--- config.mk ---
export PLATFORM = sky130hd
export DESIGN_NAME = pmm_ctrl
export DESIGN_NICKNAME = d
export VERILOG_FILES = /design/src/design/pmm_pkg.sv /design/src/design/pmm_ctrl.sv
export SDC_FILE = /design/constraint.sdc
export NUM_CORES = 1
export LEC_CHECK = 0
export CAP_MARGIN = 25
export CORE_AREA = 4 4 41 43
export DETAILED_ROUTE_END_ITERATION = 7
export DIE_AREA = 0 0 45 47
export DONT_BUFFER_PORTS = 1
export GPL_ROUTABILITY_DRIVEN = 0
export PLACE_DENSITY_LB_ADDON = 0.08
export SYNTH_ARGS = -nofsm -noshare
export SYNTH_HDL_FRONTEND = slang
export SYNTH_SLANG_ARGS = --single-unit
--- constraint.sdc ---
create_clock -name clk_i -period 1.75 [get_ports clk_i]
set_input_delay 0.0875 -clock clk_i [delete_from_list [all_inputs] [get_ports clk_i]]
set_output_delay 0.0875 -clock clk_i [all_outputs]
set_load 0.02 [all_outputs]
--- src/design/pmm_pkg.sv ---
`timescale 1ns / 1ps
// ----------------------------------------------------------------------------
// pmm_pkg
// Types and fixed constants of the paged memory map: request and response
// payloads, operation codes, controller/datapath command and status groups.
// ----------------------------------------------------------------------------
package pmm_pkg;

  localparam logic [15:0] SRAM_BASE   = 16'hF800;
  localparam logic [15:0] PROM_BASE   = 16'hFC00;
  localparam logic [7:0]  OPEN_BUS    = 8'hFF;
  localparam int          LOCAL_BYTES = 1024;
  localparam int          LOCAL_AW    = 10;
  localparam logic [5:0]  RAM_PAGES_RESET = 6'd48;

  typedef enum logic [1:0] {
    OP_READ  = 2'd0,
    OP_WRITE = 2'd1,
    OP_POKE  = 2'd2,
    OP_CHECK = 2'd3
  } pmm_op_e;

  typedef struct packed {
    pmm_op_e     operation;
    logic [15:0] address;
    logic [7:0]  write_data;
  } pmm_req_t;

  typedef struct packed {
    logic [7:0] read_data;
    logic       socket_loaded;
  } pmm_rsp_t;

  typedef struct packed {
    logic clear;
    logic accept;
    logic scan;
    logic finish;
  } pmm_cmd_t;

  typedef struct packed {
    logic clear_last;
    logic scan_last;
    logic check_prom;
  } pmm_sts_t;

endpackage

--- src/design/pmm_ctrl.sv ---
`timescale 1ns / 1ps
// ----------------------------------------------------------------------------
// pmm_ctrl
// Controller of the memory map: clearing pass after reset, request
// acceptance, PROM socket scan sequencing and the response valid flag.
// ----------------------------------------------------------------------------
module pmm_ctrl (
  input  logic              clk_i,
  input  logic              rst_ni,
  input  logic              in_valid_i,
  output logic              in_stall_o,
  output logic              out_valid_o,
  input  logic              out_stall_i,
  input  pmm_pkg::pmm_sts_t sts_i,
  output pmm_pkg::pmm_cmd_t cmd_o
);
  import pmm_pkg::*;

  localparam logic [1:0] ST_CLEAR  = 2'd0;
  localparam logic [1:0] ST_IDLE   = 2'd1;
  localparam logic [1:0] ST_SCAN   = 2'd2;
  localparam logic [1:0] ST_FINISH = 2'd3;

  logic [1:0] state_q, state_d;
  logic       out_valid_q, out_valid_d;
  logic       slot_free;
  logic       accept;

  assign slot_free   = !out_valid_q || !out_stall_i;
  assign in_stall_o  = !((state_q == ST_IDLE) && slot_free);
  assign accept      = in_valid_i && !in_stall_o;
  assign out_valid_o = out_valid_q;

  always_comb begin
    cmd_o        = '0;
    cmd_o.accept = accept;
    state_d      = state_q;
    unique case (state_q)
      ST_CLEAR: begin
        cmd_o.clear = 1'b1;
        if (sts_i.clear_last) state_d = ST_IDLE;
      end
      ST_IDLE: begin
        if (accept && sts_i.check_prom) state_d = ST_SCAN;
      end
      ST_SCAN: begin
        cmd_o.scan = 1'b1;
        if (sts_i.scan_last) state_d = ST_FINISH;
      end
      ST_FINISH: begin
        cmd_o.finish = 1'b1;
        state_d      = ST_IDLE;
      end
      default: state_d = ST_CLEAR;
    endcase
  end

  always_comb begin
    out_valid_d = out_valid_q;
    if (state_q == ST_FINISH) begin
      out_valid_d = 1'b1;
    end else if (accept) begin
      out_valid_d = !sts_i.check_prom;
    end else if (out_valid_q && !out_stall_i) begin
      out_valid_d = 1'b0;
    end
  end

  always_ff @(posedge clk_i or negedge rst_ni) begin
    if (!rst_ni) begin
      state_q     <= ST_CLEAR;
      out_valid_q <= 1'b0;
    end else begin
      state_q     <= state_d;
      out_valid_q <= out_valid_d;
    end
  end

  a_check_enters_scan: assert property (@(posedge clk_i) disable iff (!rst_ni)
    (accept && sts_i.check_prom) |=> (state_q == ST_SCAN))
    else $error("prom check did not start a socket scan");

  a_finish_gives_rsp: assert property (@(posedge clk_i) disable iff (!rst_ni)
    (state_q == ST_FINISH) |=> out_valid_q)
    else $error("socket scan finished without a response");

  a_scan_slot_empty: assert property (@(posedge clk_i) disable iff (!rst_ni)
    (state_q == ST_SCAN || state_q == ST_FINISH) |-> !out_valid_q)
    else $error("response pending while the socket scan runs");

  a_accept_only_idle: assert property (@(posedge clk_i) disable iff (!rst_ni)
    accept |-> (state_q == ST_IDLE) && !cmd_o.clear)
    else $error("request taken outside idle");

endmodule

==> metrics <==
status=completed; Syn Std Cell Area=255 um2; Crit Reg-Reg Startpoint=state_q[0]$_DFFE_PN0P_; RSZ-0062 raised after global routing=false; largest cells by area after synthesis=dfrtp_1 (29%), ha_1 (20%), inv_1 (5.9%), o211ai_1 (5.9%), nor2b_4 (5.4%); post-route setup TNS=0 ns; WHS Path Cells=2; largest fanout on the critical path=4; I/O Buffers=0; largest net degree at the start of global routing=5; fin crit share=about 84%; worst r2r dst=state_q[1]$_DFFE_PN0P_; num rows=13; hold buffer count at cts=1; DR pass1 iterations=4; DIE AREA=between 0.002 and 0.0025 mm2; CTS max path bufs=2; first-pass GRT wire length=903 um; Gate power share=approximately 50%; sequential share of the synthesized area=29.4%; GR Overflow Total=0; GRT Util Overall=6.33%; r2r setup slk=0.28 ns; Synth area leader=dfrtp_1; Mapped Nets=37; max-cap viol count=0; Avg Inst Size Synth=9.82 um2; area added between synthesis and finish=28.4%; Multi-input gate area=158 um2; Yosys reg bits=3; DRC=0; Starting Density=between 10% and 20%; Tot Pwr=~0.53 mW; Worst-Skew Late Latency=between 0.2 and 0.25 ns; post_cts resized=0; Iter 0 DRT Violations=6; Final Skew=0.00275 ns; Clock Sinks=3; R2R depth=5; Avg WL per Cell=12.1 um; CTS clk-pin slew, worst paths=0.04 ns; Slew @ Worst Pin=0.259 ns; Layout fillers=148; cts bufs inserted=3; CP Launch Type=flip-flop; max_slew headroom=between 80% and 90%; ys async rst share=100%; postcts setup bufs=0; Primary FF master, synth=dfrtp_1; Post-Synthesis Cells=26; sequential share of power=between 20% and 30%; CTS tree=yes; clock network power share=22.5%; register area=approximately 75 um2; Die Span Y=47 um; Hold Path Class=in2reg; Synth warnings=0; Detail Route Antenna Nets=0; die width=45 um; Slew Viols, Final=0; fmax=a little under 0.7 GHz; nets=45; clock root buffer=clkbuf_4; critical path arrival=1.60 ns; Netlist cell types=16; Core Area=0.00130 mm2; final hold slack=0.0699 ns; Post-synth EDFFs=0; Worst setup EP type=flip-flop; initial antenna violation count=0; final hold vios=0; Synth top area share=29.4%; layout cells sized above 1=21.2%; Detailed Place HPWL=500 um; Commonest cells post-synth=ha_1 (4), inv_1 (4), dfrtp_1 (3); Net Sw Frac=a little over two fifths; routed vias=221; Post-Route WL=581 um; Max H-tree Level=1; CP Data Required Time=1.89 ns; Final setup viols=0; Worst Setup Path Type=reg2reg; Worst IR Drop VDD=about 460 uV; antenna cells=0; Int Power=0.296 mW; worst hold start=sts_i[0]; Hold EP=out_valid_o$_DFFE_PN0P_; pwr dens=about 1600 mW/mm2; I/O pin cnt=13; DR vias/cell=roughly 4.6; Period minus WS final=1.47 ns; leakage dissipation=between 0.15 and 0.2 nW; number of global-route vias before repair=219; Net Sw Power=0.231 mW
final cells by class:
class,instances,area share (%)
Clock buffer,4,8.02
Timing Repair Buffer,4,10.7
Sequential cell,3,22.9
Inverter,4,4.58
Tap cell,15,5.73
Multi-Input combinational cell,18,48.1
cell families (layout without fill, tap and decap cells):
logic type | count (synthesis) | count (layout) | share of synthesized area [%]
compound gates | 7 | 7 | 21.1
simple gates | 7 | 7 | 21.1
buf+inv | 5 | 12 | 8.82
fa+ha+maj | 4 | 4 | 19.6
flops | 3 | 3 | 29.4
critical path, cell delays in order, from the launching register on:
cell and delay, ns:
dfrtp_1 0.39, inv_1 0.09, ha_1 0.21, nor2b_1 0.16, or3b_1 0.34, o211ai_1 0.18
cells in the final DEF (no fill, tap or decap):
master / instances
o211ai_1: 2
a31oi_1: 1
and3_4: 1
clkbuf_1: 1
dfrtp_1: 3
nor2b_4: 1
or3_1: 1
o31ai_1: 1
a221o_1: 1
or3b_1: 1
nand2_1: 2
inv_1: 4
ha_1: 4
dlygate4sd3_1: 2
nor2b_1: 1
o21ai_0: 1
clkbuf_4: 3
buf_4: 2
a311o_1: 1
per-stage QoR:
step	std cells	area [um2]	util, %	worst slack [ns]
global placement	42	282	21.6	0.228
finish	48	328	25.2	0.284
CTS	47	318	24.4	0.260
floorplan	26	255	-	0.288
global route	48	328	25.2	0.180
detailed placement	42	282	21.6	0.271
sequential cells by signal (all words and copies together) (netlist names):
name         flops
state_q          2
out_valid_o      1
layer usage:
| metal | routed length, um | track usage [%] | vias to the layer above |
|---|---|---|---|
| li1 | - | - | 108 |
| met1 | 237 | 6.39 | 100 |
| met2 | 267 | 8.76 | 11 |
| met3 | 56 | 3.45 | 2 |
| met4 | 19 | 7.02 | 0 |
| met5 | 0 | 0 | - |
how the worst max path moves through the flow:
stage                             end  depth (start not counted)  slack [ns]                    from
3_3_place_gp   state_q[1]$_DFFE_PN0P_                          5        0.23  state_q[1]$_DFFE_PN0P_
2_1_floorplan  state_q[1]$_DFFE_PN0P_                          5        0.29  state_q[0]$_DFFE_PN0P_
3_5_place_dp   state_q[1]$_DFFE_PN0P_                          5        0.27  state_q[0]$_DFFE_PN0P_
5_1_grt        state_q[1]$_DFFE_PN0P_                          5        0.18  state_q[0]$_DFFE_PN0P_
4_1_cts        state_q[1]$_DFFE_PN0P_                          5        0.26  state_q[0]$_DFFE_PN0P_
6_report       state_q[1]$_DFFE_PN0P_                          5        0.28  state_q[0]$_DFFE_PN0P_
power by group through the flow:
| stage | Clock (mW) | Combinational [mW] | Sequential, mW |
|---|---|---|---|
| after floorplan | 0 | 0.233 | 0.135 |
| after global placement | 0 | 0.275 | 0.146 |
| after detailed placement | 0 | 0.268 | 0.145 |
| after CTS | 0.124 | 0.270 | 0.144 |
| after global routing | 0.135 | 0.292 | 0.149 |
| final | 0.119 | 0.265 | 0.144 |
Note: power is estimated with default switching activity, not from simulation.
